`src/hec_pkg.sv`:
```
// Shared types, constants and a helper function for the Hamming encoder and corrector.
package hec_pkg;

   // Field widths fixed by the interface.
   localparam int WORD_W      = 63;
   localparam int DATA_BITS_W = 6;
   localparam int SYN_W       = 6;
   localparam int CHK_W       = 3;
   localparam int CHECK_MAX   = 6;
   localparam int CSR_DATA_W  = 32;
   localparam int CSR_ADDR_W  = 3;

   // Defaults for the top-level parameter and the register reset values.
   localparam int                     DEFAULT_MAX_DATA_BITS = 57;
   localparam logic [DATA_BITS_W-1:0] DATA_BITS_RESET       = 6'd4;
   localparam logic                   ODD_PARITY_RESET      = 1'b0;

   // Operation codes.
   localparam logic OP_ENCODE = 1'b0;
   localparam logic OP_DECODE = 1'b1;

   // Register indexes, taken from address bit 2.
   localparam logic REG_DATA_BITS  = 1'b0;
   localparam logic REG_ODD_PARITY = 1'b1;

   // One input beat.
   typedef struct packed {
      logic              opcode;
      logic [WORD_W-1:0] word;
   } req_type;

   // One result beat.
   typedef struct packed {
      logic [WORD_W-1:0] codeword;
      logic              error_found;
      logic [SYN_W-1:0]  syndrome;
      logic              syndrome_beyond;
   } rsp_type;

   // Code shape derived from the configuration registers.
   typedef struct packed {
      logic [WORD_W-1:0]      data_mask;
      logic [WORD_W-1:0]      code_mask;
      logic [DATA_BITS_W-1:0] code_len;
      logic                   odd;
   } cfg_type;

   // Least r with 2^r >= m + r + 1, for m from 1 to 57.
   function automatic logic [CHK_W-1:0] check_count(input logic [DATA_BITS_W-1:0] m);
      logic [CHK_W-1:0] r;
      if (m <= 6'd1) begin
         r = 3'd2;
      end else if (m <= 6'd4) begin
         r = 3'd3;
      end else if (m <= 6'd11) begin
         r = 3'd4;
      end else if (m <= 6'd26) begin
         r = 3'd5;
      end else begin
         r = 3'd6;
      end
      return r;
   endfunction

endpackage

```
`src/hec_csr.sv`:
```
// Configuration registers and the code shape derived from them.
module hec_csr #(
   parameter int MAX_DATA_BITS = hec_pkg::DEFAULT_MAX_DATA_BITS
) (
   input  logic                            clock,
   input  logic                            reset,
   input  logic                            psel,
   input  logic                            penable,
   input  logic                            pwrite,
   input  logic [hec_pkg::CSR_ADDR_W-1:0]  paddr,
   input  logic [hec_pkg::CSR_DATA_W-1:0]  pwdata,
   output logic [hec_pkg::CSR_DATA_W-1:0]  prdata,
   output logic                            pready,
   output hec_pkg::cfg_type                cfg
);
   import hec_pkg::*;

   logic [DATA_BITS_W-1:0] data_bits_ff;
   logic [DATA_BITS_W-1:0] data_bits_in;
   logic                   odd_parity_ff;
   logic                   odd_parity_in;
   logic                   wr_en;
   logic                   reg_sel;
   logic [DATA_BITS_W-1:0] m_used;
   logic [DATA_BITS_W-1:0] n_used;

   assign pready  = 1'b1;
   assign wr_en   = psel & penable & pwrite;
   assign reg_sel = paddr[2];

   // Register write decode.
   always_comb begin
      data_bits_in  = data_bits_ff;
      odd_parity_in = odd_parity_ff;
      if (wr_en) begin
         case (reg_sel)
            REG_DATA_BITS:  data_bits_in  = pwdata[DATA_BITS_W-1:0];
            REG_ODD_PARITY: odd_parity_in = pwdata[0];
            default: begin
               data_bits_in  = data_bits_ff;
               odd_parity_in = odd_parity_ff;
            end
         endcase
      end
   end

   always_ff @(posedge clock) begin
      if (reset) begin
         data_bits_ff  <= DATA_BITS_RESET;
         odd_parity_ff <= ODD_PARITY_RESET;
      end else begin
         data_bits_ff  <= data_bits_in;
         odd_parity_ff <= odd_parity_in;
      end
   end

   // Read mux.
   always_comb begin
      case (reg_sel)
         REG_DATA_BITS:  prdata = {{(CSR_DATA_W-DATA_BITS_W){1'b0}}, data_bits_ff};
         REG_ODD_PARITY: prdata = {{(CSR_DATA_W-1){1'b0}}, odd_parity_ff};
         default:        prdata = '0;
      endcase
   end

   // A data length of zero acts as one, and anything above the maximum acts as the maximum.
   always_comb begin
      if (data_bits_ff == '0) begin
         m_used = 6'd1;
      end else if (data_bits_ff > DATA_BITS_W'(MAX_DATA_BITS)) begin
         m_used = DATA_BITS_W'(MAX_DATA_BITS);
      end else begin
         m_used = data_bits_ff;
      end
      n_used = m_used + DATA_BITS_W'(check_count(m_used));
   end

   // Masks of the data bits in use and of the codeword positions in use.
   always_comb begin
      for (int i = 0; i < WORD_W; i++) begin
         cfg.data_mask[i] = DATA_BITS_W'(i) < m_used;
         cfg.code_mask[i] = DATA_BITS_W'(i) < n_used;
      end
      cfg.code_len = n_used;
      cfg.odd      = odd_parity_ff;
   end

endmodule

```
`src/hec_scatter.sv`:
```
// First stage: places data bits into the non-power positions, or masks a received word.
module hec_scatter (
   input  logic                       clock,
   input  logic                       reset,
   input  logic                       in_valid,
   input  hec_pkg::req_type           in_req,
   input  hec_pkg::cfg_type           cfg,
   output logic                       out_valid,
   output logic                       out_opcode,
   output logic [hec_pkg::WORD_W-1:0] out_word,
   output logic [hec_pkg::DATA_BITS_W-1:0] out_code_len,
   output logic                       out_odd
);
   import hec_pkg::*;

   logic                   valid_ff;
   logic                   opcode_ff;
   logic [WORD_W-1:0]      word_ff;
   logic [WORD_W-1:0]      word_in;
   logic [DATA_BITS_W-1:0] code_len_ff;
   logic                   odd_ff;
   logic [WORD_W-1:0]      data_used;
   logic [WORD_W-1:0]      spread;

   // The k-th data bit always lands on the k-th non-power position, whatever the length.
   always_comb begin
      int k;
      k         = 0;
      spread    = '0;
      data_used = in_req.word & cfg.data_mask;
      for (int pos = 1; pos <= WORD_W; pos++) begin
         if ((pos & (pos - 1)) != 0) begin
            spread[pos-1] = data_used[k];
            k = k + 1;
         end
      end
   end

   assign word_in = (in_req.opcode == OP_ENCODE) ? spread : (in_req.word & cfg.code_mask);

   always_ff @(posedge clock) begin
      if (reset) begin
         valid_ff <= 1'b0;
      end else begin
         valid_ff <= in_valid;
      end
   end

   // Payload travels with its own copy of the code shape.
   always_ff @(posedge clock) begin
      if (in_valid) begin
         opcode_ff   <= in_req.opcode;
         word_ff     <= word_in;
         code_len_ff <= cfg.code_len;
         odd_ff      <= cfg.odd;
      end
   end

   assign out_valid    = valid_ff;
   assign out_opcode   = opcode_ff;
   assign out_word     = word_ff;
   assign out_code_len = code_len_ff;
   assign out_odd      = odd_ff;

endmodule

```
`src/hec_parity.sv`:
```
// Second stage: XOR trees over each parity group of the codeword.
module hec_parity (
   input  logic                            clock,
   input  logic                            reset,
   input  logic                            in_valid,
   input  logic                            in_opcode,
   input  logic [hec_pkg::WORD_W-1:0]      in_word,
   input  logic [hec_pkg::DATA_BITS_W-1:0] in_code_len,
   input  logic                            in_odd,
   output logic                            out_valid,
   output logic                            out_opcode,
   output logic [hec_pkg::WORD_W-1:0]      out_word,
   output logic [hec_pkg::DATA_BITS_W-1:0] out_code_len,
   output logic [hec_pkg::SYN_W-1:0]       out_parity
);
   import hec_pkg::*;

   logic                   valid_ff;
   logic                   opcode_ff;
   logic [WORD_W-1:0]      word_ff;
   logic [DATA_BITS_W-1:0] code_len_ff;
   logic [SYN_W-1:0]       parity_ff;
   logic [SYN_W-1:0]       parity_in;
   logic [SYN_W-1:0]       group_x;

   // Group p covers positions whose index has bit p set; only groups whose check
   // position lies inside the codeword count.
   always_comb begin
      for (int p = 0; p < CHECK_MAX; p++) begin
         group_x[p] = 1'b0;
         for (int i = 0; i < WORD_W; i++) begin
            if ((((i + 1) >> p) & 1) != 0) begin
               group_x[p] = group_x[p] ^ in_word[i];
            end
         end
         parity_in[p] = ((7'd1 << p) <= {1'b0, in_code_len}) ? (group_x[p] ^ in_odd) : 1'b0;
      end
   end

   always_ff @(posedge clock) begin
      if (reset) begin
         valid_ff <= 1'b0;
      end else begin
         valid_ff <= in_valid;
      end
   end

   always_ff @(posedge clock) begin
      if (in_valid) begin
         opcode_ff   <= in_opcode;
         word_ff     <= in_word;
         code_len_ff <= in_code_len;
         parity_ff   <= parity_in;
      end
   end

   assign out_valid    = valid_ff;
   assign out_opcode   = opcode_ff;
   assign out_word     = word_ff;
   assign out_code_len = code_len_ff;
   assign out_parity   = parity_ff;

endmodule

```
`src/hec_correct.sv`:
```
// Third stage: inserts check bits on encode, or flips the named bit on decode.
module hec_correct (
   input  logic                            clock,
   input  logic                            reset,
   input  logic                            in_valid,
   input  logic                            in_opcode,
   input  logic [hec_pkg::WORD_W-1:0]      in_word,
   input  logic [hec_pkg::DATA_BITS_W-1:0] in_code_len,
   input  logic [hec_pkg::SYN_W-1:0]       in_parity,
   output logic                            rsp_strobe,
   output hec_pkg::rsp_type                rsp_payload
);
   import hec_pkg::*;

   logic              strobe_ff;
   rsp_type           rsp_ff;
   rsp_type           rsp_in;
   logic [WORD_W-1:0] check_bits;
   logic [WORD_W-1:0] flip;
   logic              nonzero;
   logic              beyond;

   // Check bit p sits at position 2^p.
   always_comb begin
      check_bits = '0;
      for (int p = 0; p < CHECK_MAX; p++) begin
         check_bits[(1 << p) - 1] = in_parity[p];
      end
   end

   // A nonzero syndrome inside the codeword names the bit to flip.
   assign nonzero = in_parity != '0;
   assign beyond  = nonzero && (in_parity > in_code_len);
   assign flip    = (nonzero && !beyond) ?
                    (WORD_W'(1) << (in_parity - SYN_W'(1))) : '0;

   always_comb begin
      if (in_opcode == OP_ENCODE) begin
         rsp_in.codeword        = in_word | check_bits;
         rsp_in.error_found     = 1'b0;
         rsp_in.syndrome        = '0;
         rsp_in.syndrome_beyond = 1'b0;
      end else begin
         rsp_in.codeword        = in_word ^ flip;
         rsp_in.error_found     = nonzero;
         rsp_in.syndrome        = in_parity;
         rsp_in.syndrome_beyond = beyond;
      end
   end

   always_ff @(posedge clock) begin
      if (reset) begin
         strobe_ff <= 1'b0;
      end else begin
         strobe_ff <= in_valid;
      end
   end

   always_ff @(posedge clock) begin
      if (in_valid) begin
         rsp_ff <= rsp_in;
      end
   end

   assign rsp_strobe  = strobe_ff;
   assign rsp_payload = rsp_ff;

endmodule

```
`src/hamming_encode_correct.sv`:
```
// Top level of the pipelined Hamming single-error encoder and corrector.
//
// Usage: a beat is taken on start at any rising edge; busy stays low, so the
// block accepts one beat in every cycle. Each beat carries an opcode (encode
// or check-and-correct) and a 63-bit word. Every beat gives exactly one
// result beat, shown on rsp_payload for one cycle with rsp_strobe high.
// Pipeline: three register stages (scatter, parity trees, correction), each
// taking a new word every cycle; throughput is one beat per cycle.
// The data length and the parity sense are written through the APB port;
// the user must write them only while the pipeline is empty, which the
// block itself does not enforce. Each beat carries the code shape it
// entered with. Reset empties the pipeline and restores a length of four
// data bits with even parity. The receiver cannot stall, so no result is
// ever held back: the downstream side must take every strobed beat.
module hamming_encode_correct #(
   parameter int MAX_DATA_BITS = hec_pkg::DEFAULT_MAX_DATA_BITS
) (
   input  logic                           clock,
   input  logic                           reset,
   input  logic                           start,
   output logic                           busy,
   input  hec_pkg::req_type               req_payload,
   output logic                           rsp_strobe,
   output hec_pkg::rsp_type               rsp_payload,
   input  logic                           psel,
   input  logic                           penable,
   input  logic                           pwrite,
   input  logic [hec_pkg::CSR_ADDR_W-1:0] paddr,
   input  logic [hec_pkg::CSR_DATA_W-1:0] pwdata,
   output logic [hec_pkg::CSR_DATA_W-1:0] prdata,
   output logic                           pready
);
   import hec_pkg::*;

   cfg_type                cfg;
   logic                   accept;
   logic                   s1_valid;
   logic                   s1_opcode;
   logic [WORD_W-1:0]      s1_word;
   logic [DATA_BITS_W-1:0] s1_code_len;
   logic                   s1_odd;
   logic                   s2_valid;
   logic                   s2_opcode;
   logic [WORD_W-1:0]      s2_word;
   logic [DATA_BITS_W-1:0] s2_code_len;
   logic [SYN_W-1:0]       s2_parity;

   // The pipeline never stalls.
   assign busy   = 1'b0;
   assign accept = start & ~busy;

   hec_csr #(
      .MAX_DATA_BITS(MAX_DATA_BITS)
   ) u_csr (
      .clock   (clock),
      .reset   (reset),
      .psel    (psel),
      .penable (penable),
      .pwrite  (pwrite),
      .paddr   (paddr),
      .pwdata  (pwdata),
      .prdata  (prdata),
      .pready  (pready),
      .cfg     (cfg)
   );

   hec_scatter u_scatter (
      .clock        (clock),
      .reset        (reset),
      .in_valid     (accept),
      .in_req       (req_payload),
      .cfg          (cfg),
      .out_valid    (s1_valid),
      .out_opcode   (s1_opcode),
      .out_word     (s1_word),
      .out_code_len (s1_code_len),
      .out_odd      (s1_odd)
   );

   hec_parity u_parity (
      .clock        (clock),
      .reset        (reset),
      .in_valid     (s1_valid),
      .in_opcode    (s1_opcode),
      .in_word      (s1_word),
      .in_code_len  (s1_code_len),
      .in_odd       (s1_odd),
      .out_valid    (s2_valid),
      .out_opcode   (s2_opcode),
      .out_word     (s2_word),
      .out_code_len (s2_code_len),
      .out_parity   (s2_parity)
   );

   hec_correct u_correct (
      .clock       (clock),
      .reset       (reset),
      .in_valid    (s2_valid),
      .in_opcode   (s2_opcode),
      .in_word     (s2_word),
      .in_code_len (s2_code_len),
      .in_parity   (s2_parity),
      .rsp_strobe  (rsp_strobe),
      .rsp_payload (rsp_payload)
   );

   // Every accepted beat comes out as a result strobe after the scatter, parity and correction registers.
   a_latency: assert property (@(posedge clock) disable iff (reset)
      accept |-> ##3 rsp_strobe)
      else $error("accepted beat did not produce a result three cycles later");

   // A result strobe always traces back to a beat held in the parity stage.
   a_no_phantom: assert property (@(posedge clock) disable iff (reset)
      rsp_strobe |-> $past(s2_valid))
      else $error("result strobe without a beat in the parity stage");

   // The error flag agrees with the reported syndrome.
   a_err_flag: assert property (@(posedge clock) disable iff (reset)
      rsp_strobe |-> (rsp_payload.error_found == (rsp_payload.syndrome != '0)))
      else $error("error flag disagrees with syndrome");

   // An out-of-range syndrome is always also an error.
   a_beyond: assert property (@(posedge clock) disable iff (reset)
      rsp_strobe && rsp_payload.syndrome_beyond |-> rsp_payload.error_found)
      else $error("syndrome beyond codeword without error flag");

endmodule

```
`config.mk`:
```
export PLATFORM = sky130hd
export DESIGN_NAME = hamming_encode_correct
export DESIGN_NICKNAME = d
export VERILOG_FILES = /design/src/hec_pkg.sv /design/src/hec_csr.sv /design/src/hec_scatter.sv /design/src/hec_parity.sv /design/src/hec_correct.sv /design/src/hamming_encode_correct.sv
export SDC_FILE = /design/constraint.sdc
export NUM_CORES = 1
export LEC_CHECK = 0
export BUFFER_PORTS_ARGS = -buffer_cell sky130_fd_sc_hd__buf_2
export CORE_ASPECT_RATIO = 0.6
export CORE_UTILIZATION = 57
export CTS_CLUSTER_DIAMETER = 80
export DETAILED_ROUTE_END_ITERATION = 16
export PLACE_DENSITY = 0.82
export SYNTH_ARGS = -nofsm -noshare
export SYNTH_HDL_FRONTEND = slang
export SYNTH_SLANG_ARGS = --single-unit
```
`constraint.sdc`:
```
create_clock -name clock -period 4.5 [get_ports clock]
set_clock_uncertainty 0.05 [all_clocks]
set_input_delay 0.225 -clock clock [delete_from_list [all_inputs] [get_ports clock]]
set_output_delay 0.225 -clock clock [all_outputs]
set_load 0.05 [all_outputs]
```
---- Word-level counts from Yosys, hierarchy flattened ----
Index checks and enable logic that the tools add are counted.
storage, ports and cells
  bits in registers ....................... 228
  input bits .............................. 105
  output and inout bits ................... 106
  logic and storage cells ................. 374
operators by class
  add/subtract/negate cells ............... 2
  order comparisons ....................... 132
  shifts and indexed selects .............. 1
  mux-type cells .......................... 10
  bitwise gates (word level) .............. 199
  reduce and logical (&&, ||, !) cells .... 7
operators by type and width
  cell                                                        count
  less-than comparator 6 bit (first input constant)           56
  less-than comparator 5 x 6 -> 1 bit (first input constant)  32
  bitwise XOR 1 bit                                           192
  2-to-1 mux 63 bit                                           2
  less-than comparator 4 x 6 -> 1 bit (first input constant)  16
  2-to-1 mux 71 bit                                           1
  one-hot mux 32 bit (2 select lines)                         1
  bitwise AND 63 bit                                          1
  OR 63 x 32 -> 63 bit                                        1
  left shift 1 x 6 -> 63 bit (first input constant)           1
  bitwise XOR 63 bit                                          1
  bitwise AND 57 bit                                          1
  less-than comparator 3 x 6 -> 1 bit (first input constant)  8
  less-than comparator 1 x 6 -> 1 bit (first input constant)  4
  less-than comparator 2 x 6 -> 1 bit (first input constant)  4
  2-to-1 mux 6 bit                                            2
  2-to-1 mux 3 bit                                            3
  adder 6 x 3 -> 6 bit                                        1
  greater-than comparator 6 bit                               1
  greater-than comparator 6 bit (second input constant)       1
  <= comparator 1 x 6 -> 1 bit (first input constant)         1
  <= comparator 2 x 6 -> 1 bit (first input constant)         1
  <= comparator 3 x 6 -> 1 bit (first input constant)         1
  <= comparator 4 x 6 -> 1 bit (first input constant)         1
  other kinds (15)                                            18

---- Longest topological paths before layout ----
Gate-level depths: netlist of the first run.
  depth after elaboration ................. 32
  gate-level depth with buffers ........... 19
  gate-level depth less buffers ........... 14

---- Cells and area by module ----
From an unflattened synthesis of the first run, not the netlist that was laid out.
second synthesis, totals
  cells, all modules ...................... 1,092
  area, all modules ....................... 12,351.8 um^2
by module, submodules not included
  module                  instances  cells each  area each (um^2)  seq. area each (um^2)
  hec_correct             1          299         3,723.6           2,152.1
  hec_parity              1          196         3,455.8           2,302.2
  hec_scatter             1          263         3,104.2           2,152.1
  hec_csr                 1          332         2,057.0           140.1
  hamming_encode_correct  1          2           11.3              0.0

---- Worst setup path before layout of the first run ----
Ideal clock, no wire load.
  path type ............................... reg-to-reg
  start ................................... reg u_csr.data_bits_ff[3]
  end ..................................... reg u_scatter.word_ff[45], in the netlist u_scatter.out_word[45] (data pin)
  library setup time ...................... 268 ps
  data arrival time ....................... 3,571 ps
  data required time ...................... 4,182 ps
  slack ................................... 611 ps
  cell stages (with the launch flop) ...... 16
  buffers on the path ..................... 4
  clock period less this slack ............ 3,889 ps
  cells stage by stage .................... dfxtp_1 > clkbuf_1 > buf_1 > nor2_1 > nand2_1 > nor3_1 > or3_1 > ha_1 > fa_1 > buf_2 > xnor2_1 > inv_1 > and2_1 > clkbuf_1 > o211ai_1 > o21ai_0
RTL lines
  item                    RTL line           text
  start, declared         hec_csr.sv:18      logic [DATA_BITS_W-1:0] data_bits_ff;
  start signal, assigned  hec_csr.sv:52      data_bits_ff <= data_bits_in;
  end signal, assigned    hec_scatter.sv:53  word_ff <= word_in;
  end, declared           hec_scatter.sv:18  logic [WORD_W-1:0] word_ff;

---- Final worst setup path of the first run ----
  start ................................... reg u_csr.data_bits_ff[4]
  end ..................................... reg u_scatter.word_ff[59], in the netlist u_scatter.out_word[59] (data pin)
on the way
  word-level cells in the longest chain between the ends .. 12
  elaborated cells between the ends (all ways) .. 18
  classes of those cells .................. add/sub (1); order compare (7); mux (7); bitwise (2); reduce/logical (1)
ends and longest elaborated chain
  item                           RTL line           text
  greater-than comparator 6 bit  hec_csr.sv:70      end else if (data_bits_ff > DATA_BITS_W'(MAX_DATA_BITS)) begin
  2-to-1 mux 6 bit               hec_csr.sv:70
  2-to-1 mux 6 bit *             hec_csr.sv:68      if (data_bits_ff == '0) begin
  <= comparator 6 x 5 -> 1 bit   hec_pkg.sv:57      end else if (m <= 6'd26) begin
  2-to-1 mux 2 bit               hec_pkg.sv:57
  2-to-1 mux 3 bit               hec_pkg.sv:55      end else if (m <= 6'd11) begin
  2-to-1 mux 3 bit               hec_pkg.sv:53      end else if (m <= 6'd4) begin
  2-to-1 mux 3 bit               hec_pkg.sv:51      if (m <= 6'd1) begin
  adder 6 x 3 -> 6 bit           hec_csr.sv:75      n_used = m_used + DATA_BITS_W'(check_count(m_used));
  less-than comparator 6 bit     hec_csr.sv:82      cfg.code_mask[i] = DATA_BITS_W'(i) < n_used;
  bitwise AND 63 bit             hec_scatter.sv:39  assign word_in = (in_req.opcode == OP_ENCODE) ? spread : (in_req.word & cfg.code_mask);
  2-to-1 mux 63 bit *            hec_scatter.sv:39
  via u_scatter.word_in[59]      hec_scatter.sv:19  logic [WORD_W-1:0] word_in;
The timed path passes the listed nets; every way through them passes the cells marked *.
A chain may end at the register's enable or synchronous reset.

==> results_dict.tcl, run 1 <==
set metrics [dict create \
    final-setup-viol-count 0 \
    p_leak_nw 5.15 \
    io_pins 211 \
    synth_top_flop_cell "edfxtp_1" \
    net-switching-power_mw 1.72 \
    path_clk_slew_ns 0.06 \
    core_area_um2 20100 \
    n_fill_cell 1511 \
    start_util_pct 58.5 \
    cts_max_level 1 \
    hpwl_um 26500 \
    grt_pass1_vias 8296 \
    place_area_um2 12800 \
    final_layout_size_suffix_gt1_share_pct 19.6 \
    clockPowerShare_pct 31.0 \
    worstSetupPathType "reg2reg" \
    drt_iter0_drc 1278 \
    cts_made_buffers 22 \
    vias_per_cell 6.05 \
    netlist.area_leader.share_pct 55.6 \
    slew_headroom_pct 28.8 \
    power.density_nw_per_um2 410 \
    insertion_delay_ns 0.52 \
    io_buffers 154 \
    yosysMostFrequentCell "edfxtp_1" \
    synth_seq_area_share_pct 57.3 \
    netlist_area_um2 11800 \
    status "completed" \
    die_y_um 113 \
    grt_max_degree 78 \
    yosys_warnings 0 \
    vias 8899 \
    dp.cells 1415 \
    crit_path_end_kind "flip-flop" \
    stdcell_area_um2 13700 \
    worst_slack_ns 0.290 \
    switching_share_pct 30.6 \
    gr-total-overflow 0 \
    post_cts_buffers 0 \
    antenna_found_initial 0 \
    rsz0062_at_grt "false" \
    cts_num_sinks 228 \
    gp_congestion 1.01 \
    grt_pass1_wl_um 52000 \
    synth_edf_count 218 \
    drc 0 \
    cp_data_required_time_ns 4.72 \
    synth_top_area_cell "edfxtp_1" \
    drtPass1Iterations 6 \
    period_share_pct 93.6 \
    setup_tns_ns 0 \
    synthTopCellsByArea "edfxtp_1 (56%), xnor2_1 (9.4%), nand2_1 (3.3%)" \
    period_minus_slack_ns 4.21 \
    synthArstFlopShare_pct 0 \
    die_width_um 187 \
    arrival_ns 4.43 \
    synth_common_cells "edfxtp_1 (218), xnor2_1 (126), nand2_1 (105)" \
    place_ws_ns 0.694 \
    cts_buffer_depth 3 \
    cts_tree "yes" \
    insertedDiodeCount 0 \
    drv_cap 0 \
    worstMarginPinSlew_ns 1.07 \
    drtAntennaViolNets 0 \
    rows 40 \
    synth.distinct_cells 65 \
    critPathMaxFanout 10 \
    maxSlewViolCount 0 \
    wl_um 35000 \
    internal-power_mw 3.90 \
    maxClockFrequency_ghz 0.238 \
    track_usage_pct 33.4 \
    final_cells 1472 \
    whs_ns 0.0327 \
    nets 1301 \
    pwr-share-seq_pct 46.9 \
    ir_worst_vdd_mv 0.297 \
    combPwrFrac_pct 22.1 \
    worstSetupStartpointType "flip-flop" \
    syn_avg_cell_area_um2 11.7 \
    cts-root-buf "clkbuf_16" \
    syn_to_final_growth_pct 16.4 \
    die_area_um2 21200 \
    min_path_type "in2reg" \
    wl_per_cell_um 23.8 \
    ys_ff_latch 228 \
    syn_inst 1004 \
    finalHoldViolations 0 \
]
layer usage:
metal,part of all wire (%),GRT usage [%]
met5,0,0
met4,3.1,10.1
met3,12,8.28
met2,42,47.9
met1,44,50.2
layout by cell type (no fill, tap or decap), types with 12 or more instances in the layout:
master           n
dlygate4sd3_1   20
buf_2          154
xnor2_1        126
nand2_1        105
buf_4           37
xor2_1          31
and2_1          16
o22ai_1         13
edfxtp_1       218
a21oi_1         40
nand3_1         28
conb_1          28
o211ai_1        18
inv_1           33
xnor3_1         12
clkbuf_16       22
nor2_1          66
nor3_1          15
a31oi_1         12
o21ai_0         44
power by group through the flow:
stage / Combinational, mW / Clock [mW] / Sequential (mW)
2_1_floorplan: 0.839 / 0 / 2.67
3_3_place_gp: 1.18 / 0 / 2.67
3_5_place_dp: 1.20 / 0 / 2.67
4_1_cts: 1.22 / 1.76 / 2.63
5_1_grt: 1.32 / 1.84 / 2.64
6_report: 1.24 / 1.74 / 2.63
cell type report:
| type | instances | area, µm² | share of cell area [%] |
|---|---|---|---|
| sequential | 228 | 6750 | 49.3 |
| multi-input combinational | 689 | 4570 | 33.4 |
| timing repair buffer | 211 | 1250 | 9.11 |
| clock buffer | 25 | 562 | 4.10 |
| tap | 273 | 342 | 2.49 |
| inverter | 34 | 128 | 0.931 |
| clock inverter | 12 | 101 | 0.740 |
flip-flops by register name, summed over array words and instances (netlist names), 6 cells and up:
register and cells:
u_correct.rsp_payload 71, u_csr.data_bits_ff 6, u_parity.out_code_len 6, u_parity.out_parity 6, u_parity.out_word 63, u_scatter.out_code_len 6, u_scatter.out_word 63
cells by family (layout without fill, tap and decap cells):
kind of cell    count (synthesis)  count (layout)  share of synthesized area (%)
mux                            11              11                          0.946
compound gates                188             188                           10.5
flops                         228             228                           57.3
buf+inv                       113             282                           4.70
fa+ha+maj                      10              10                           1.13
other cells                     2              28                         0.0638
xor+xnor                      169             169                           14.0
simple gates                  283             283                           11.3
path summary, 6_finish.rpt:
path	start	endpoint	slack (ns)	depth (start not counted)
worst max-delay path	u_csr.data_bits_ff[4]	u_scatter.out_word[59]	0.29	14
worst min-delay path	req_payload[55]	u_scatter.out_word[55]	0.03	2
worst max register to register	u_csr.data_bits_ff[4]	u_scatter.out_word[59]	0.29	14
worst min register to register	u_scatter.out_opcode	u_parity.out_opcode	0.38	0
what timing repair did:
action / in CTS / in global routing
hold endpoints to repair: 15 / 0
hold buffers: 20 / 0
resized for setup: 0 / 0
critical path: stages, from the launching register on:
cell           delay, ns
dfxtp_1             0.52
nor2_1              0.09
nand2_1             0.20
nor3_1              0.12
or3_1               0.38
ha_1                0.23
fa_1                0.41
buf_4               0.18
a21o_1              0.20
nand2_1             0.16
xnor2_1             0.11
buf_4               0.19
and4_1              0.28
a32o_1              0.28
dlygate4sd3_1       0.55
metrics by stage:
stage               power (mW)  utilization (%)
CTS                       5.61             68.1
finish                    5.62             68.1
floorplan                 3.51                -
global route              5.80             68.1
detailed placement        3.87             63.8
global placement          3.85             63.8
Power figures use the tool's default switching activity.
==> run 2: changes to the inputs <==
==> constraint.sdc (replaced) <==
create_clock -name clock -period 4.1 [get_ports clock]
set_clock_uncertainty 0.05 [all_clocks]
set_input_delay 0.205 -clock clock [delete_from_list [all_inputs] [get_ports clock]]
set_output_delay 0.205 -clock clock [all_outputs]
set_load 0.05 [all_outputs]
==> run 2 against run 1 <==
  * Clock power rose by 12%
  * Wire length up 2.5%
  * First-iteration DRC count rose by 2.0%
  * Via count increased by 0.24%
==> results_dict.tcl, run 2 (synthesis results as in run 1) <==
set metrics [dict create \
    io_pins 211 \
    track_usage_pct 34.2 \
    cts_num_sinks 228 \
    worstMarginPinSlew_ns 1.18 \
    clockPowerShare_pct 31.2 \
    ir_worst_vdd_mv 0.311 \
    vias 8920 \
    holdBufCountCts 23 \
    nets 1316 \
    internal-power_mw 4.36 \
    p_leak_nw 5.24 \
    maxSlewViolCount 0 \
    reg2reg_from "u_csr.data_bits_ff[3]" \
    crit_family "simple AND/OR/NAND/NOR gates" \
    core_area_um2 20100 \
    combPwrFrac_pct 23.3 \
    finalHoldViolations 0 \
    whs_ns 0.0315 \
    die_area_um2 21200 \
    worstPathCellList "inv_1 -> a211oi_1 -> a21oi_1 -> nor3_1 -> nor2_1 -> ha_1 -> fa_1 -> a21o_1 -> nand2_1 -> xnor2_1 -> or4b_2 -> o21ai_0 -> o22ai_1" \
    die_y_um 113 \
    period_minus_slack_ns 3.90 \
    start_util_pct 58.5 \
    final_common_cell "edfxtp_1" \
    setup_tns_ns 0 \
    worstSetupPathType "reg2reg" \
    place_ws_ns 0.281 \
    cts_max_level 1 \
    min_path_type "in2reg" \
    io_buffers 154 \
    worstSetupStartpointType "flip-flop" \
    wl_um 35900 \
    insertion_delay_ns 0.51 \
    gr-total-overflow 0 \
    antenna_found_initial 0 \
    place_area_um2 12900 \
    switching_share_pct 30.0 \
    multi_input_area_um2 4570 \
    cpMaxStageDelayCell "or4b_2" \
    total_power_mw 6.23 \
    rsz0062_at_grt "false" \
    dp.cells 1427 \
    vias_per_cell 6.00 \
    cts_buffer_depth 3 \
    cts_tree "yes" \
    hpwl_um 27200 \
    largest_reg_flops 71 \
    ctsResizeCount 0 \
    final_layout_size_suffix_gt1_share_pct 20.4 \
    period_share_pct 95.2 \
    drv_cap 0 \
    post_cts_buffers 0 \
    final-setup-viol-count 0 \
    final_cells 1486 \
    cp_data_required_time_ns 4.30 \
    dr.max_layer_used "met4" \
    drtPass1Iterations 7 \
    path_clk_slew_ns 0.06 \
    status "completed" \
    drt_iter0_drc 1303 \
    critPathMaxFanout 10 \
    rows 40 \
    grt_pass1_wl_um 53100 \
    worst_slack_ns 0.196 \
    wl_met3_um 4710 \
    layout_common_cells "edfxtp_1 (218), buf_2 (154), xnor2_1 (126)" \
    net-switching-power_mw 1.87 \
    power.density_nw_per_um2 450 \
    cts-root-buf "clkbuf_16" \
    pwr-share-seq_pct 45.4 \
    die_width_um 187 \
    n_fill_cell 1535 \
    hold_start "req_payload[31]" \
    grt_pass1_vias 8435 \
    slew_headroom_pct 21.1 \
    syn_to_final_growth_pct 17.6 \
    wl_per_cell_um 24.1 \
    grt_max_degree 77 \
    maxClockFrequency_ghz 0.256 \
    cts_made_buffers 22 \
    max_stage_delay_ns 0.69 \
    drt-met1-wl_um 15400 \
    insertedDiodeCount 0 \
    startpoint "u_csr.data_bits_ff[3]" \
    gp_congestion 0.992 \
    arrival_ns 4.10 \
    worst-path-buf-inv 1 \
    stdcell_area_um2 13800 \
    crit_path_end_kind "flip-flop" \
    drc 0 \
    post-route-util_pct 68.8 \
    drtAntennaViolNets 0 \
    final-seq-area_um2 6750 \
    met2_length_um 15100 \
]
[run 2: path summary, 6_finish.rpt]
kind	to	slack (ns)	depth (start not counted)
setup reg to reg	u_scatter.out_word[44]	0.20	13
hold / removal	u_scatter.out_word[37]	0.03	2
hold reg to reg	u_parity.out_opcode	0.38	0
setup / recovery	u_scatter.out_word[44]	0.20	13
[run 2: layout make-up]
cell class	instances	share of cell area, %
Sequential cell	228	48.8
Inverter	34	0.922
Tap cell	273	2.47
Multi-Input combinational cell	689	33.0
Timing Repair Buffer	226	9.89
Clock inverter	11	0.859
Clock buffer	25	4.06
[run 2: power by group through the flow]
stage	combinational, mW	clock [mW]	sequential (mW)
floorplan	0.921	0	2.93
detailed placement	1.40	0	2.88
global route	1.54	2.04	2.84
CTS	1.42	1.96	2.83
finish	1.45	1.95	2.83
global placement	1.38	0	2.87
[run 2: worst register-to-register path, cell delays in order (launching register included)]
cell and delay, ns:
dfxtp_1 0.56, inv_1 0.27, a211oi_1 0.28, a21oi_1 0.06
nor3_1 0.16, nor2_1 0.07, ha_1 0.21, fa_1 0.52
a21o_1 0.25, nand2_1 0.15, xnor2_1 0.10, or4b_2 0.69
o21ai_0 0.18, o22ai_1 0.10
[run 2: metal layers]
metal	global-route usage [%]	up-vias
met3	8.68	53
met4	5.37	0
met5	0	-
li1	-	3961
met2	51.0	620
met1	51.4	4286
==> run 3: changes to the inputs <==
--- a/config.mk
+++ b/config.mk
@@ -5,12 +5,15 @@
 export SDC_FILE = /design/constraint.sdc
 export NUM_CORES = 1
 export LEC_CHECK = 0
+export ABC_AREA = 0
 export BUFFER_PORTS_ARGS = -buffer_cell sky130_fd_sc_hd__buf_2
 export CORE_ASPECT_RATIO = 0.6
-export CORE_UTILIZATION = 57
+export CORE_UTILIZATION = 58
+export CTS_BUF_LIST = sky130_fd_sc_hd__clkbuf_4
 export CTS_CLUSTER_DIAMETER = 80
 export DETAILED_ROUTE_END_ITERATION = 16
-export PLACE_DENSITY = 0.82
+export MAX_ROUTING_LAYER = met4
+export PLACE_DENSITY = 0.83
 export SYNTH_ARGS = -nofsm -noshare
 export SYNTH_HDL_FRONTEND = slang
 export SYNTH_SLANG_ARGS = --single-unit
==> run 3 against run 2 <==
  * Sequential share of layout area fell by 2.1 points
  * Combinational power about the same
  * Largest power group unchanged
  * Non-clock buffer count increased by 67
  * Die area decreased by 1.7%
  * Highest routed layer unchanged
  * First-iteration DRC count decreased by 4.1%
==> results_dict.tcl, run 3 (synthesis results as in run 1) <==
set metrics [dict create \
    status "completed" \
    p_leak_nw 5.59 \
    finalHoldViolations 0 \
    setup_tns_ns 0 \
    reg2reg_from "u_csr.data_bits_ff[3]" \
    cts_max_level 2 \
    worstSetupPathType "reg2reg" \
    worstPathCellList "buf_4 -> and2_1 -> nand2_1 -> nor2_1 -> or3_1 -> ha_1 -> fa_2 -> xnor2_2 -> a21oi_1 -> o22ai_2 -> buf_4 -> nand3_1 -> o211ai_1 -> o31ai_1 -> dlygate4sd3_1" \
    drtAntennaViolNets 0 \
    rr_worst_depth 15 \
    drtPass1Iterations 5 \
    cts_num_sinks 228 \
    pwr-share-seq_pct 47.3 \
    ir_worst_vdd_mv 0.264 \
    cts-root-buf "clkbuf_4" \
    nets 1412 \
    start_util_pct 60.6 \
    vias 9531 \
    syn_to_final_growth_pct 23.0 \
    power.density_nw_per_um2 422 \
    slew_headroom_pct 14.0 \
    period_share_pct 96.5 \
    grt_pass1_wl_um 54300 \
    cts_made_buffers 51 \
    worst_slack_ns 0.144 \
    net-switching-power_mw 1.95 \
    arrival_ns 4.29 \
    cts_buffer_depth 3 \
    internal-power_mw 4.15 \
    wl_per_cell_um 23.1 \
    place_ws_ns 0.349 \
    maxClockFrequency_ghz 0.253 \
    worstMarginPinSlew_ns 1.29 \
    crit_path_end_kind "flip-flop" \
    post_cts_buffers 0 \
    max_stage_delay_ns 0.57 \
    min_path_type "in2reg" \
    antenna_found_initial 2 \
    maxSlewViolCount 0 \
    period_minus_slack_ns 3.96 \
    r2r-end "u_scatter.out_word[57]" \
    switching_share_pct 32.0 \
    combPwrFrac_pct 24.0 \
    cp_data_required_time_ns 4.44 \
    rows 39 \
    largest_reg_flops 71 \
    drc 0 \
    final-setup-viol-count 0 \
    vias_per_cell 5.95 \
    hpwl_um 27600 \
    grt_pass1_vias 8982 \
    grt_max_degree 73 \
    crit_path_end "u_scatter.out_word[57]" \
    cts_tree "yes" \
    drt_iter0_drc 1250 \
    die_y_um 112 \
    cpMostUsedCell "buf_4" \
    rsz0062_at_grt "false" \
    die_width_um 186 \
    r2r_slack_ns 0.14 \
    total_power_mw 6.10 \
    wl_um 37100 \
    clockPowerShare_pct 28.7 \
    dp.cells 1430 \
    io_buffers 154 \
    startpoint "u_csr.data_bits_ff[3]" \
    layout_common_cells "edfxtp_1 (218), buf_2 (154), xnor2_1 (125)" \
    final_common_cell "edfxtp_1" \
    io_pins 211 \
    critPathMaxFanout 14 \
    worstSetupStartpointType "flip-flop" \
    insertion_delay_ns 0.66 \
    gr-total-overflow 0 \
    core_area_um2 19400 \
    final_cells 1602 \
    die_area_um2 20900 \
    track_usage_pct 37.2 \
    path_clk_slew_ns 0.09 \
    drv_cap 0 \
    gp_congestion 1.03 \
    cpMaxStageDelayCell "dlygate4sd3_1" \
    final_layout_size_suffix_gt1_share_pct 23.6 \
]
-- run 3: cell count changes in the layout (fill, tap and decap cells not counted), moves of 3 or more --
cell / change
dlygate4sd3_1: +57
buf_4: +10
dfxtp_2: +3
clkbuf_16: -22
dfxtp_1: -3
clkinv_1: +10
clkbuf_1: -3
clkbuf_4: +70
-- run 3: final cells by class --
| type | count | area (µm²) |
|---|---|---|
| Clock inverter | 21 | 119 |
| Multi-Input combinational cell | 689 | 4600 |
| Sequential cell | 228 | 6760 |
| Inverter | 34 | 128 |
| Tap cell | 266 | 333 |
| Antenna cell | 1 | 2.50 |
| Fill cell | 1377 | 4950 |
| Clock buffer | 70 | 526 |
| Timing Repair Buffer | 293 | 2010 |
-- run 3: worst min path at each step --
| stage | slack, ns | start | depth (start not counted) | to |
|---|---|---|---|---|
| final | 0.11 | req_payload[30] | 4 | u_scatter.out_word[30] |
| after global routing | 0.09 | req_payload[30] | 4 | u_scatter.out_word[30] |
| after CTS | 0.07 | req_payload[30] | 4 | u_scatter.out_word[30] |
| after detailed placement | 0.37 | pwdata[2] | 2 | u_csr.data_bits_ff[2] |
| after global placement | 0.35 | u_scatter.out_opcode | 0 | u_parity.out_opcode |
| after floorplan | 0.25 | req_payload[63] | 0 | u_scatter.out_opcode |
-- run 3: repair_timing --
action | CTS | global route
gates resized for setup | 0 | 11
hold endpoints to repair | 71 | 0
hold buffers | 80 | 0
setup endpoints to repair | 0 | 5
-- run 3: per-stage QoR --
step | util [%] | cell area (µm²) | hold WS (ns)
floorplan | - | 11900 | 0.254
global placement | 66.9 | 13000 | 0.354
detailed placement | 66.9 | 13000 | 0.367
CTS | 74.3 | 14400 | 0.0747
global route | 74.5 | 14500 | 0.0939
finish | 74.5 | 14500 | 0.107
-- run 3: per-layer routing --
metal	up-vias	GRT usage (%)	part of all wire [%]
li1	4197	-	-
met1	4570	53.6	42
met2	674	50.1	41
met3	90	12.0	14
met4	0	10.6	2.9
met5	-	-	0
-- run 3: critical path: cells and delay by family (launching register included) --
family	cells	cell delay (ns)
XOR/XNOR	1	0.19
buffers and inverters	3	0.93
adder cells (fa/ha/maj)	2	0.69
flip-flops	1	0.37
AND/OR/NAND/NOR	5	0.76
AO/OA/AOI/OAI	4	0.71
-- run 3: power by group through the flow --
stage / Combinational [mW] / Clock [mW] / Sequential (mW)
after global placement: 1.33 / 0 / 2.93
final: 1.46 / 1.75 / 2.89
after floorplan: 0.921 / 0 / 2.93
after detailed placement: 1.35 / 0 / 2.93
after CTS: 1.41 / 1.77 / 2.88
after global routing: 1.54 / 1.90 / 2.90
